### src/rtl/core/scli_pkg.sv
// shared types, character codes and message text of the stepper command line interpreter
// no dependencies; used by scli_ctrl, scli_datapath and the top level
package scli_pkg;

   localparam logic [7:0] CH_ESC   = 8'h1B;
   localparam logic [7:0] CH_BS    = 8'h08;
   localparam logic [7:0] CH_CR    = 8'h0D;
   localparam logic [7:0] CH_LF    = 8'h0A;
   localparam logic [7:0] CH_SPACE = 8'h20;
   localparam logic [7:0] CH_ONE   = 8'h31;
   localparam logic [7:0] CH_TWO   = 8'h32;

   // only the head of the line is ever matched: longest name plus its argument
   localparam int STORE_DEPTH = 6;
   localparam int STORE_AW    = $clog2(STORE_DEPTH);

   localparam int IDX_W    = 5;
   localparam int GOOD_LEN = 22;
   localparam int BAD_LEN  = 17;
   localparam int DONE_LEN = 14;

   localparam logic [8*GOOD_LEN-1:0] GOOD_TEXT =
      {"- Command Accepted.", CH_LF, CH_LF, CH_CR};
   localparam logic [8*BAD_LEN-1:0] BAD_TEXT =
      {"- BAD Command.", CH_LF, CH_LF, CH_CR};
   localparam logic [8*DONE_LEN-1:0] DONE_TEXT =
      {CH_LF, CH_LF, "Finished!", CH_LF, CH_LF, CH_CR};

   typedef logic [STORE_DEPTH-1:0][7:0] line_head_type;

   typedef enum logic [3:0] {
      CMD_SNG, CMD_STS, CMD_STP, CMD_STMF, CMD_STMH,
      CMD_STDC, CMD_STDH, CMD_STD, CMD_ADC
   } cmd_type;

   localparam int NUM_CMDS = 9;

   typedef enum logic [3:0] {
      ST_IDLE, ST_EXEC, ST_ECHO, ST_ERASE_SP, ST_ERASE_BS,
      ST_LINE_FEED, ST_NAME, ST_REPLY, ST_FINISH
   } state_type;

   typedef enum logic [2:0] {
      SEG_ECHO, SEG_SPACE, SEG_BACK, SEG_LF, SEG_NAME, SEG_REPLY, SEG_FINISH
   } seg_type;

   // what one received byte has to send, decided when it is taken
   typedef struct packed {
      logic echo;
      logic erase;
      logic finish;
      logic cmdline;
   } plan_type;

   typedef struct packed {
      plan_type plan;
      logic     hit;
      logic     good;
      cmd_type  cmd;
   } status_type;

   typedef struct packed {
      logic             load;
      logic             exec;
      seg_type          seg;
      logic [IDX_W-1:0] idx;
      logic             last;
   } ctrl_cmd_type;

   // match pattern, left aligned
   function automatic logic [39:0] cmd_pattern(cmd_type c);
      logic [39:0] p;
      unique case (c)
         CMD_SNG:  p = {"sng ", 8'h00};
         CMD_STS:  p = {"sts ", 8'h00};
         CMD_STP:  p = {"stp ", 8'h00};
         CMD_STMF: p = "stmf ";
         CMD_STMH: p = "stmh ";
         CMD_STDC: p = "stdc ";
         CMD_STDH: p = "stdh ";
         CMD_STD:  p = {"std ", 8'h00};
         CMD_ADC:  p = {"adc", 16'h0000};
         default:  p = '0;
      endcase
      return p;
   endfunction

   function automatic logic [2:0] cmd_plen(cmd_type c);
      logic [2:0] n;
      unique case (c)
         CMD_STMF, CMD_STMH, CMD_STDC, CMD_STDH: n = 3'd5;
         CMD_ADC: n = 3'd3;
         default: n = 3'd4;
      endcase
      return n;
   endfunction

   // name sent back; adc is sent with a trailing space
   function automatic logic [IDX_W-1:0] name_len(cmd_type c);
      logic [IDX_W-1:0] n;
      unique case (c)
         CMD_STMF, CMD_STMH, CMD_STDC, CMD_STDH: n = IDX_W'(5);
         default: n = IDX_W'(4);
      endcase
      return n;
   endfunction

   function automatic logic [7:0] name_char(cmd_type c, logic [2:0] idx);
      logic [39:0] t;
      logic [7:0]  ch;
      t = (c == CMD_ADC) ? {"adc ", 8'h00} : cmd_pattern(c);
      unique case (idx)
         3'd0:    ch = t[39:32];
         3'd1:    ch = t[31:24];
         3'd2:    ch = t[23:16];
         3'd3:    ch = t[15:8];
         3'd4:    ch = t[7:0];
         default: ch = '0;
      endcase
      return ch;
   endfunction

   function automatic logic cmd_hit(cmd_type c, line_head_type h);
      logic [39:0] p;
      logic [2:0]  n;
      logic        ok;
      p  = cmd_pattern(c);
      n  = cmd_plen(c);
      ok = 1'b1;
      for (int k = 0; k < 5; k++) begin
         if (k < int'(n) && h[k] != p[39-8*k -: 8]) ok = 1'b0;
      end
      return ok;
   endfunction

   function automatic logic [7:0] good_char(logic [IDX_W-1:0] idx);
      logic [7:0] ch;
      ch = '0;
      if (int'(idx) < GOOD_LEN) ch = GOOD_TEXT[8*(GOOD_LEN-1-int'(idx)) +: 8];
      return ch;
   endfunction

   function automatic logic [7:0] bad_char(logic [IDX_W-1:0] idx);
      logic [7:0] ch;
      ch = '0;
      if (int'(idx) < BAD_LEN) ch = BAD_TEXT[8*(BAD_LEN-1-int'(idx)) +: 8];
      return ch;
   endfunction

   function automatic logic [7:0] done_char(logic [IDX_W-1:0] idx);
      logic [7:0] ch;
      ch = '0;
      if (int'(idx) < DONE_LEN) ch = DONE_TEXT[8*(DONE_LEN-1-int'(idx)) +: 8];
      return ch;
   endfunction

endpackage

### src/rtl/core/stepper_command_line_interpreter.sv
// top level of the stepper command line interpreter: sequencer plus datapath
// depends on scli_pkg, scli_ctrl and scli_datapath
//
// one received terminal byte comes in per req transaction and every character to
// transmit leaves as one rsp transaction; rsp_last marks the final character a byte
// causes, and a byte that sends nothing (escape outside adc mode, in adc mode anything
// but escape or a backspace with a character to erase) gives no rsp transaction at
// all. a byte is taken, the command match over the head of the line runs in the next
// cycle, then the sequencer sends one character per cycle while rsp_stall is low; a
// byte causes from 0 to 29 characters (a carriage return that hits a command with
// the accepted message is the longest case). req_stall stays high from the match
// until the last character has gone: one byte is handled at a time. motor and mode
// outputs show the state after the byte has been applied in full; the step and
// disable pulses appear on the last character and stay up until the match of the
// next byte clears them. LINE_LENGTH is the line length at which the write position
// wraps to zero; only the first six characters of a line are kept since nothing
// beyond the longest command name and its motor digit is ever matched.
module stepper_command_line_interpreter #(
   parameter int LINE_LENGTH = 20
) (
   input  logic       clock,
   input  logic       reset,
   // received byte channel
   input  logic       req_valid,
   output logic       req_stall,
   input  logic [7:0] req_rx_byte,
   // transmit character channel
   output logic       rsp_valid,
   input  logic       rsp_stall,
   output logic [7:0] rsp_tx_byte,
   output logic       rsp_last,
   output logic       rsp_motor1_enable,
   output logic       rsp_motor2_enable,
   output logic       rsp_motor1_clockwise,
   output logic       rsp_motor2_clockwise,
   output logic       rsp_motor1_full_step,
   output logic       rsp_motor2_full_step,
   output logic [1:0] rsp_single_step_pulse,
   output logic [1:0] rsp_disable_pulse,
   output logic       rsp_adc_stream_on
);
   import scli_pkg::*;

   // commands from the sequencer, plan and match result back from the datapath
   ctrl_cmd_type ctrl_cmd;
   status_type   dp_status;

   scli_ctrl u_ctrl (
      .clock     (clock),
      .reset     (reset),
      .req_valid (req_valid),
      .req_stall (req_stall),
      .rsp_valid (rsp_valid),
      .rsp_stall (rsp_stall),
      .status    (dp_status),
      .cmd       (ctrl_cmd)
   );

   // line store, position and motor state live here
   scli_datapath #(
      .LINE_LENGTH (LINE_LENGTH)
   ) u_datapath (
      .clock                 (clock),
      .reset                 (reset),
      .cmd                   (ctrl_cmd),
      .req_rx_byte           (req_rx_byte),
      .status                (dp_status),
      .rsp_tx_byte           (rsp_tx_byte),
      .rsp_last              (rsp_last),
      .rsp_motor1_enable     (rsp_motor1_enable),
      .rsp_motor2_enable     (rsp_motor2_enable),
      .rsp_motor1_clockwise  (rsp_motor1_clockwise),
      .rsp_motor2_clockwise  (rsp_motor2_clockwise),
      .rsp_motor1_full_step  (rsp_motor1_full_step),
      .rsp_motor2_full_step  (rsp_motor2_full_step),
      .rsp_single_step_pulse (rsp_single_step_pulse),
      .rsp_disable_pulse     (rsp_disable_pulse),
      .rsp_adc_stream_on     (rsp_adc_stream_on)
   );

endmodule

### src/rtl/core/scli_ctrl.sv
// sequencer of the command line interpreter: takes a byte, runs the match, steps the text out
// depends on scli_pkg
module scli_ctrl (
   input  logic                   clock,
   input  logic                   reset,
   input  logic                   req_valid,
   output logic                   req_stall,
   output logic                   rsp_valid,
   input  logic                   rsp_stall,
   input  scli_pkg::status_type   status,
   output scli_pkg::ctrl_cmd_type cmd
);
   import scli_pkg::*;

   state_type        state_ff, state_in;
   logic [IDX_W-1:0] idx_ff, idx_in;
   state_type        after_echo, after;
   logic [IDX_W-1:0] seg_len;
   logic             seg_end;
   logic             take;

   always_ff @(posedge clock) begin
      if (reset) begin
         state_ff <= ST_IDLE;
         idx_ff   <= '0;
      end else begin
         state_ff <= state_in;
         idx_ff   <= idx_in;
      end
   end

   always_comb begin
      priority if (status.plan.erase)   after_echo = ST_ERASE_SP;
      else if (status.plan.finish)      after_echo = ST_FINISH;
      else if (status.plan.cmdline)     after_echo = ST_LINE_FEED;
      else                              after_echo = ST_IDLE;

      unique case (state_ff)
         ST_ECHO:      after = after_echo;
         ST_ERASE_SP:  after = ST_ERASE_BS;
         ST_LINE_FEED: after = status.hit ? ST_NAME : ST_REPLY;
         ST_NAME:      after = ST_REPLY;
         default:      after = ST_IDLE;
      endcase

      unique case (state_ff)
         ST_NAME:   seg_len = name_len(status.cmd);
         ST_REPLY:  seg_len = status.good ? IDX_W'(GOOD_LEN) : IDX_W'(BAD_LEN);
         ST_FINISH: seg_len = IDX_W'(DONE_LEN);
         default:   seg_len = IDX_W'(1);
      endcase
      seg_end = (idx_ff == seg_len - IDX_W'(1));

      rsp_valid = 1'b0;
      req_stall = (state_ff != ST_IDLE);
      state_in  = state_ff;
      idx_in    = idx_ff;
      cmd.load  = 1'b0;
      cmd.exec  = 1'b0;
      cmd.idx   = idx_ff;
      cmd.last  = seg_end && (after == ST_IDLE);
      unique case (state_ff)
         ST_ERASE_SP:  cmd.seg = SEG_SPACE;
         ST_ERASE_BS:  cmd.seg = SEG_BACK;
         ST_LINE_FEED: cmd.seg = SEG_LF;
         ST_NAME:      cmd.seg = SEG_NAME;
         ST_REPLY:     cmd.seg = SEG_REPLY;
         ST_FINISH:    cmd.seg = SEG_FINISH;
         default:      cmd.seg = SEG_ECHO;
      endcase

      unique case (state_ff)
         ST_IDLE: begin
            cmd.load = req_valid;
            if (req_valid) state_in = ST_EXEC;
         end
         ST_EXEC: begin
            cmd.exec = 1'b1;
            idx_in   = '0;
            state_in = status.plan.echo ? ST_ECHO : after_echo;
         end
         default: begin
            rsp_valid = 1'b1;
         end
      endcase

      take = rsp_valid && !rsp_stall;
      if (take) begin
         if (seg_end) begin
            state_in = after;
            idx_in   = '0;
         end else begin
            idx_in = idx_ff + IDX_W'(1);
         end
      end
   end

endmodule

### src/rtl/core/scli_datapath.sv
// line head store, position, mode flag, motor settings, command match and transmit text select
// depends on scli_pkg
module scli_datapath #(
   parameter int LINE_LENGTH = 20
) (
   input  logic                   clock,
   input  logic                   reset,
   input  scli_pkg::ctrl_cmd_type cmd,
   input  logic [7:0]             req_rx_byte,
   output scli_pkg::status_type   status,
   output logic [7:0]             rsp_tx_byte,
   output logic                   rsp_last,
   output logic                   rsp_motor1_enable,
   output logic                   rsp_motor2_enable,
   output logic                   rsp_motor1_clockwise,
   output logic                   rsp_motor2_clockwise,
   output logic                   rsp_motor1_full_step,
   output logic                   rsp_motor2_full_step,
   output logic [1:0]             rsp_single_step_pulse,
   output logic [1:0]             rsp_disable_pulse,
   output logic                   rsp_adc_stream_on
);
   import scli_pkg::*;

   localparam int PW = $clog2(LINE_LENGTH);
   localparam logic [PW-1:0] LAST_POS = PW'(LINE_LENGTH - 1);

   line_head_type store_ff, store_in;
   logic [7:0]    byte_ff, byte_in;
   logic [PW-1:0] pos_ff, pos_in;
   plan_type      plan_ff, plan_in;
   logic          adc_ff, adc_in;
   logic [1:0]    en_ff, en_in, cw_ff, cw_in, full_ff, full_in;
   logic [1:0]    step_ff, step_in, dis_ff, dis_in;
   logic          hit_ff, hit_in, good_ff, good_in;
   cmd_type       cmd_ff, cmd_in;

   logic          match;
   cmd_type       match_cmd;
   logic [7:0]    arg;
   logic          arg_ok;
   logic [1:0]    sel;

   always_ff @(posedge clock) begin
      if (reset) begin
         pos_ff  <= '0;
         adc_ff  <= 1'b0;
         en_ff   <= '0;
         cw_ff   <= '0;
         full_ff <= '0;
         step_ff <= '0;
         dis_ff  <= '0;
         plan_ff <= '0;
         hit_ff  <= 1'b0;
         good_ff <= 1'b0;
      end else begin
         pos_ff  <= pos_in;
         adc_ff  <= adc_in;
         en_ff   <= en_in;
         cw_ff   <= cw_in;
         full_ff <= full_in;
         step_ff <= step_in;
         dis_ff  <= dis_in;
         plan_ff <= plan_in;
         hit_ff  <= hit_in;
         good_ff <= good_in;
      end
   end

   always_ff @(posedge clock) begin
      store_ff <= store_in;
      byte_ff  <= byte_in;
      cmd_ff   <= cmd_in;
   end

   // first table entry that matches the line head wins
   always_comb begin
      match     = 1'b0;
      match_cmd = CMD_SNG;
      for (int i = NUM_CMDS - 1; i >= 0; i--) begin
         if (cmd_hit(cmd_type'(4'(i)), store_ff)) begin
            match     = 1'b1;
            match_cmd = cmd_type'(4'(i));
         end
      end
      arg    = store_ff[cmd_plen(match_cmd)];
      arg_ok = (arg == CH_ONE) || (arg == CH_TWO);
      sel    = (arg == CH_TWO) ? 2'b10 : 2'b01;
   end

   always_comb begin
      store_in = store_ff;
      byte_in  = byte_ff;
      pos_in   = pos_ff;
      plan_in  = plan_ff;
      adc_in   = adc_ff;
      en_in    = en_ff;
      cw_in    = cw_ff;
      full_in  = full_ff;
      step_in  = step_ff;
      dis_in   = dis_ff;
      hit_in   = hit_ff;
      good_in  = good_ff;
      cmd_in   = cmd_ff;

      if (cmd.load) begin
         byte_in = req_rx_byte;
         if (pos_ff < PW'(STORE_DEPTH)) store_in[pos_ff[STORE_AW-1:0]] = req_rx_byte;
         plan_in.echo    = (req_rx_byte != CH_ESC) && !adc_ff;
         plan_in.erase   = (req_rx_byte == CH_BS) && (pos_ff != '0);
         plan_in.finish  = (req_rx_byte == CH_ESC) && adc_ff;
         plan_in.cmdline = (req_rx_byte == CH_CR) && !adc_ff;
         priority if (req_rx_byte == CH_BS) begin
            pos_in = (pos_ff != '0) ? pos_ff - PW'(1) : '0;
         end else if (plan_in.finish || plan_in.cmdline) begin
            pos_in = '0;
         end else begin
            pos_in = (pos_ff == LAST_POS) ? '0 : pos_ff + PW'(1);
         end
         if (plan_in.finish) adc_in = 1'b0;
      end

      if (cmd.exec) begin
         step_in = '0;
         dis_in  = '0;
         hit_in  = plan_ff.cmdline && match;
         cmd_in  = match_cmd;
         good_in = 1'b0;
         if (plan_ff.cmdline && match) begin
            if (match_cmd == CMD_ADC) begin
               adc_in  = 1'b1;
               good_in = 1'b1;
            end else if (arg_ok) begin
               good_in = 1'b1;
               unique case (match_cmd)
                  CMD_SNG: begin
                     en_in   = en_ff & ~sel;
                     step_in = sel;
                  end
                  CMD_STS:  en_in   = en_ff | sel;
                  CMD_STP:  en_in   = en_ff & ~sel;
                  CMD_STMF: full_in = full_ff | sel;
                  CMD_STMH: full_in = full_ff & ~sel;
                  CMD_STDC: cw_in   = cw_ff | sel;
                  CMD_STDH: cw_in   = cw_ff & ~sel;
                  default: begin
                     en_in  = en_ff & ~sel;
                     dis_in = sel;
                  end
               endcase
            end
         end
      end
   end

   assign status.plan = plan_ff;
   assign status.hit  = hit_ff;
   assign status.good = good_ff;
   assign status.cmd  = cmd_ff;

   always_comb begin
      unique case (cmd.seg)
         SEG_ECHO:   rsp_tx_byte = byte_ff;
         SEG_SPACE:  rsp_tx_byte = CH_SPACE;
         SEG_BACK:   rsp_tx_byte = CH_BS;
         SEG_LF:     rsp_tx_byte = CH_LF;
         SEG_NAME:   rsp_tx_byte = name_char(cmd_ff, cmd.idx[2:0]);
         SEG_REPLY:  rsp_tx_byte = good_ff ? good_char(cmd.idx) : bad_char(cmd.idx);
         SEG_FINISH: rsp_tx_byte = done_char(cmd.idx);
         default:    rsp_tx_byte = byte_ff;
      endcase
   end

   assign rsp_last              = cmd.last;
   assign rsp_motor1_enable     = en_ff[0];
   assign rsp_motor2_enable     = en_ff[1];
   assign rsp_motor1_clockwise  = cw_ff[0];
   assign rsp_motor2_clockwise  = cw_ff[1];
   assign rsp_motor1_full_step  = full_ff[0];
   assign rsp_motor2_full_step  = full_ff[1];
   assign rsp_single_step_pulse = cmd.last ? step_ff : 2'b00;
   assign rsp_disable_pulse     = cmd.last ? dis_ff : 2'b00;
   assign rsp_adc_stream_on     = adc_ff;

endmodule
### config.mk
export PLATFORM = sky130hd
export DESIGN_NAME = stepper_command_line_interpreter
export DESIGN_NICKNAME = d
export VERILOG_FILES = /design/src/rtl/core/scli_pkg.sv /design/src/rtl/core/stepper_command_line_interpreter.sv /design/src/rtl/core/scli_ctrl.sv /design/src/rtl/core/scli_datapath.sv
export SDC_FILE = /design/constraint.sdc
export NUM_CORES = 1
export LEC_CHECK = 0
export ABC_AREA = 1
export ABC_CLOCK_PERIOD_IN_PS = 2800
export CORE_UTILIZATION = 50
export DETAILED_ROUTE_END_ITERATION = 7
export DONT_BUFFER_PORTS = 1
export HOLD_SLACK_MARGIN = 0.12
export RECOVER_POWER = 50
export SKIP_CTS_REPAIR_TIMING = 1
export SLEW_MARGIN = 20
export SYNTH_ARGS = -nofsm -noshare
export SYNTH_HDL_FRONTEND = slang
export SYNTH_SLANG_ARGS = --single-unit
export TNS_END_PERCENT = 30
### constraint.sdc
create_clock -name clock -period 2.8 [get_ports clock]
set_input_delay 0.28 -clock clock [delete_from_list [all_inputs] [get_ports clock]]
set_output_delay 0.28 -clock clock [all_outputs]
set_load 0.03 [all_outputs]
# --- Word-level counts from Yosys, hierarchy flattened ---
# Memories as Yosys holds them, arrays and structs flattened. A register that Yosys moved wholly into a read port is not among the register bits.
# Index checks and enable logic that the tools add are counted.
op_classes:
  n_mux: 101
  addsub: 7
  reduce_logical: 29
  bitwise: 9
  eq_ne: 54
  order_cmp: 7
  n_shift: 3
ops:
  columns: ["op", "n"]
  rows:
  - ["176-bit by 32-bit variable part select with 8-bit output (first input constant)", 1]
  - ["136-bit by 32-bit variable part select with 8-bit output (first input constant)", 1]
  - ["8-bit by 7-bit != test with 1-bit output (second input constant)", 14]
  - ["112-bit by 32-bit variable part select with 8-bit output (first input constant)", 1]
  - ["4-bit two-way mux", 16]
  - ["48-bit bitwise mux", 1]
  - ["8-bit two-way mux", 6]
  - ["8-bit case mux with 6 select lines", 1]
  - ["1-bit two-way mux", 45]
  - ["4-bit by 3-bit equality test with 1-bit output (second input constant)", 10]
  - ["40-bit two-way mux", 1]
  - ["8-bit case mux with 5 select lines", 1]
  - ["5-bit two-way mux", 7]
  - ["8-bit binary-select mux with 3-bit select", 1]
  - ["8-bit demux with 3-bit select", 1]
  - ["2-bit two-way mux", 11]
  - ["4-bit by 2-bit equality test with 1-bit output (second input constant)", 5]
  - ["3-bit case mux with 6 select lines", 1]
  - ["8-bit by 4-bit equality test with 1-bit output (second input constant)", 2]
  - ["8-bit by 6-bit equality test with 1-bit output (second input constant)", 2]
  - ["8-bit by 6-bit != test with 1-bit output (second input constant)", 2]
  - ["4-bit case mux with 4 select lines", 1]
  - ["5-bit case mux with 3 select lines", 1]
  - ["5-bit AND reduction", 3]
  - ["38 further kinds", 75]
word_totals:
  output_inout_bits: 22
  n_memories: 1
  elab_cells: 234
  regBits: 91
  input_bits: 12
  mem_bits_ro: 400
mem_list:
  columns: ["name", "depth", "width", "read_ports", "rd_clocked_by_memory_dff", "wr", "line", "source"]
  rows:
  - ["(name not given)", 16, 25, 1, 1, 0, "scli_pkg.sv:73", "unique case (c)"]

# --- Logic depth before layout (Yosys ltp) ---
logic_depth:
  depth_word: 24
  ltp_mapped: 19
  ltp_nobuf: 19

# --- Cells and area by module ---
# From an unflattened synthesis, not the netlist that was laid out.
hier_totals:
  cells_unflattened: 908
  hier_area_um2: 6656.4
modules_own_cells:
  columns: ["module", "area_each_um2", "cells_each", "seq_area_each_um2", "instances"]
  rows:
  - ["scli_datapath", 5805.6, 764, 2522.4, 1]
  - ["scli_ctrl", 850.8, 144, 180.2, 1]

# --- Worst setup path before layout ---
# Ideal clock, no wire load.
synth_timing:
  path_kind: "register to output"
  start: "register u_ctrl.state_ff[0]"
  end: "output rsp_disable_pulse[0]"
  setup_slack_ps: -87
  t_arrival_ps: 2607
  t_required_ps: 2520
  stages_incl_launch_ff: 17
  path_buffers: 0
  path_cell_list: "dfxtp_1 -> nor2_1 -> nand3_1 -> nand2_1 -> inv_2 -> nand2_1 -> nand2_1 -> inv_1 -> ha_1 -> xnor2_1 -> xor2_1 -> inv_1 -> nor4_2 -> nand2_2 -> inv_1 -> nand3_1 -> nor2_1"
synth_between:
  elab_chain_cells: 6
  word_cells_on_any_way: 13
  cone_classes: "add/sub: 1; eq/ne: 7; mux: 3; reduce/logical: 2"
synth_lines:
  columns: ["element", "line", "source"]
  rows:
  - ["from (decl)", "scli_ctrl.sv:15", "state_type state_ff, state_in;"]
  - ["from (signal assigned)", "scli_ctrl.sv:27", "state_ff <= state_in;"]
  - ["4-bit equality test, or another cell as far along", "scli_ctrl.sv:46", "unique case (state_ff)"]
  - ["5-bit case mux with 3 select lines", "scli_ctrl.sv:46", null]
  - ["5-bit by 1-bit subtractor with 5-bit output", "scli_ctrl.sv:52", "seg_end = (idx_ff == seg_len - IDX_W'(1));"]
  - ["5-bit equality test", "scli_ctrl.sv:52", null]
  - ["1-bit logical AND *", "scli_ctrl.sv:61", "cmd.last = seg_end && (after == ST_IDLE);"]
  - ["2-bit two-way mux *", "scli_datapath.sv:182", "assign rsp_disable_pulse = cmd.last ? dis_ff : 2'b00;"]
  - ["to (decl)", "stepper_command_line_interpreter.sv:39", "output logic [1:0] rsp_disable_pulse,"]
# Every way passes the cells marked *; elsewhere a longest branch is shown, timed or not.

# --- Final worst setup path ---
layout_timing:
  start: "register u_ctrl.state_ff[3]"
  end: "output rsp_disable_pulse[0]"
# The elaborated chain is that of the path after synthesis.

==> out/results.tsv <==
stage	metric	value	unit
sta	fin_crit_sh	106	%
critical_path	slowest_stage	dfxtp_1	
sta	worstMarginPinSlew	0.864	ns
critical_path	reg2regPathDepth	13	
synth	yosys.cell_types.count	50	
detailed_routing	drtPass1Iterations	5	
place	placed_area	7200	µm²
power	leakagePower	0.00339	µW
floorplan	die_h	117	µm
detailed_routing	met1Wirelength	7.65	mm
finish	post-route-cell-area	7880	µm²
detailed_routing	drc	0	
critical_path	worstSetupEndpointType	output port	
detailed_routing	num_vias	6445	
synth	synth-seq-cells	105	
grt	grt_max_degree	19	
synth	synth_cells	890	
sta	hold_ws	0.172	ns
detailed_routing	top_layer_used	met4	
critical_path	cp.required	2.52	ns
grt	grt_pass1_vias	6047	
clock_tree	htree_levels	3	
sta	min_period	2.97	ns
place	io_buffers	0	
finish	final_common_cell	nand2_1	
grt	grt_pass1_wl	29.9	mm
floorplan	rows	41	
critical_path	crit_buf_inv	6	
detailed_routing	ant_nets	0	
floorplan	core_area	12700	µm²
sta	fin_ws	-0.174	ns
synth	yosys_warnings	0	
place	dp_hpwl	14.8	mm
finish	drive_above_1_share	17.9	%
finish	nNetsFinal	996	
critical_path	cp_max_fo	5	
place	pre_cts_ws	-0.110	ns
job	cap_violations	0	
detailed_routing	route.met3.wl	853	µm
critical_path	r2r_start	u_ctrl.state_ff[2]	
synth	syn_area	6590	µm²
floorplan	io_pins	34	
synth	avgSynthCellArea	7.41	µm²
finish	area_growth	19.6	%
critical_path	crit_arrival	2.69	ns
sta	fin_worst_skew	0.00949	ns
synth	syn_nets	920	
detailed_routing	totalWireLength	19.9	mm
critical_path	crit_family	simple AND/OR/NAND/NOR gates	
finish	layout_common_cells	151 x nand2_1, 128 x inv_1, 102 x nor2_1	
min_path	hold_path_depth	2	
detailed_routing	drtIter0Drc	451	
grt	grt.total_usage	29.4	%
sta	drv_slew	0	
sta	fmax	0.336	GHz
sta	hold_viol	0	
place	place_congestion	0.992	
sta	rsz0062_at_grt	yes	
synth	synth-edff-count	60	
detailed_routing	via_per_inst	5.63	
min_path	worstHoldPathType	input port to flop	
floorplan	initial_core_util	51.8	%
clock_tree	ctsRootBufferMaster	clkbuf_16	
critical_path	crit_type	flop to output port	
grt	gr-total-overflow	0	
synth	async_reset_ff_share	0	%
min_path	hold_start	req_rx_byte[3]	
sta	setup_violations	5	
synth	ys_seq_area_share	41.0	%
detailed_routing	route.met2.wl	10.2	mm
min_path	worstHoldEndpoint	u_datapath.status[6]	
clock_tree	path_clk_slew	0.08	ns
run_status	violations	negative setup slack	
sta	max_slew_margin	42.4	%
floorplan	die_w	117	µm
detailed_routing	wl_per_cell	17.4	µm
power	powerDensity	666	nW/µm²
power	power	5250	µW
clock_tree	cts_max_path_buffers	2	
critical_path	critical_path.cell_chain	inv_1 -> nand2_4 -> nor2_4 -> nand2_1 -> nand2_1 -> inv_2 -> nand2_2 -> nand2_2 -> inv_2 -> ha_4 -> xnor2_2 -> xor2_1 -> inv_1 -> nor4_2 -> nand2_2 -> inv_2 -> nand3_4 -> nor2_4 -> buf_6	
clock_tree	cts_tree	yes	
floorplan	dieArea	13600	µm²
clock_tree	insertion_delay	0.34	ns
grt	antenna_found_initial	1	
clock_tree	numCtsBuffers	9	
clock_tree	cts.sinks	105	
run_status	status	finished, violations left	
synth	ys.flop_type	edfxtp_1	
critical_path	cp_slowest_stage_delay	0.34	ns
critical_path	r2r_setup_slack	0.02	ns
power	ir_drop	0.399	mV
critical_path	cp-start-kind	flop	
area by class of cell:
cell class                      instances  area, µm²
Fill cell                            1184       4840
Multi-Input combinational cell        620       3460
Sequential cell                       105       2710
Timing Repair Buffer                   79        639
Inverter                              150        567
Clock buffer                           10        229
Tap cell                              172        215
Clock inverter                          6       51.3
Timing Repair inverter                  1       5.00
Antenna cell                            1       2.50
worst reg2reg max path: cells and delay by family (launching register included):
family                     cells  cell delay (ns)
adders and majority gates      1             0.25
AOI/OAI and AO/OA              2             0.33
DFF                            1             0.35
and+or+nand+nor                5             1.04
buffers and inverters          5             0.70
per-layer routing:
metal	track usage, %	vias to the layer above
li1	-	3146
met1	33.4	3003
met2	53.7	221
met3	3.81	75
met4	15.5	0
met5	0	-
where the power goes:
group          leakage, µW  switching [µW]  internal (µW)  total, µW
Sequential        0.000919             158           1910       2070
Combinational      0.00234            1360            640       2000
Clock             0.000136             563            617       1180
Total              0.00339            2080           3170       5250
synth_stat cells, types with 3 or more instances:
library cell  count  area (µm²)
o22ai_1           3        18.8
clkinv_1          3        11.3
nand3_1          73         365
edfxtp_1         60        1800
o21ai_0          42         210
inv_1           138         518
o2111ai_1         3        26.3
ha_1             18         225
dfxtp_1          45         901
nor3_1           24         120
nor2_1          109         409
nand3_2           4        40.0
nor4_1            4        25.0
xor2_1           11        96.3
a311oi_1          4        35.0
o21ai_1           8        40.0
inv_2             9        33.8
nand4_1          31         194
o211ai_1          4        30.0
nor2_4            4        45.0
nor3b_1           3        22.5
buf_2             3        15.0
a31oi_1          12        75.1
o311ai_0          3        26.3
a21oi_1          55         275
nand2_2          10        62.6
a221oi_1          3        26.3
clkbuf_1         11        41.3
nor2_2            9        56.3
a32oi_1           3        26.3
nand2_1         156         586
through the flow:
stage	TNS [ns]	cells	utilization [%]
2_1_floorplan	-0.349	890	-
3_3_place_gp	0	1106	56.6
3_5_place_dp	-0.368	1106	56.6
4_1_cts	-3.01	1122	58.8
5_1_grt	-3.26	1144	62.0
6_report	-0.806	1144	62.0
logic make-up (layout without fill, tap and decap cells):
| logic type | Yosys count | after routing | synth area share, % |
|---|---|---|---|
| adders and majority gates | 18 | 18 | 3.42 |
| other | 0 | 1 | 0 |
| and+or+nand+nor | 440 | 440 | 31.2 |
| DFF | 105 | 105 | 41.0 |
| xor gates and xnor gates | 13 | 13 | 1.73 |
| AOI/OAI and AO/OA | 149 | 149 | 13.2 |
| buffers and inverters | 165 | 246 | 9.45 |
worst max-delay path by stage:
stage | from | endpoint | slack [ns] | cells after the start
finish | u_ctrl.state_ff[3] | rsp_disable_pulse[0] | -0.17 | 19
global route | u_datapath.cmd_ff[0] | rsp_disable_pulse[0] | -0.30 | 16
CTS | u_ctrl.state_ff[3] | rsp_single_step_pulse[0] | -0.48 | 19
detailed placement | u_ctrl.state_ff[1] | rsp_single_step_pulse[0] | -0.11 | 18
global placement | u_ctrl.state_ff[3] | rsp_single_step_pulse[1] | 0.09 | 19
floorplan | u_ctrl.state_ff[0] | rsp_disable_pulse[0] | -0.09 | 16
(Power assumes the default switching activity.)
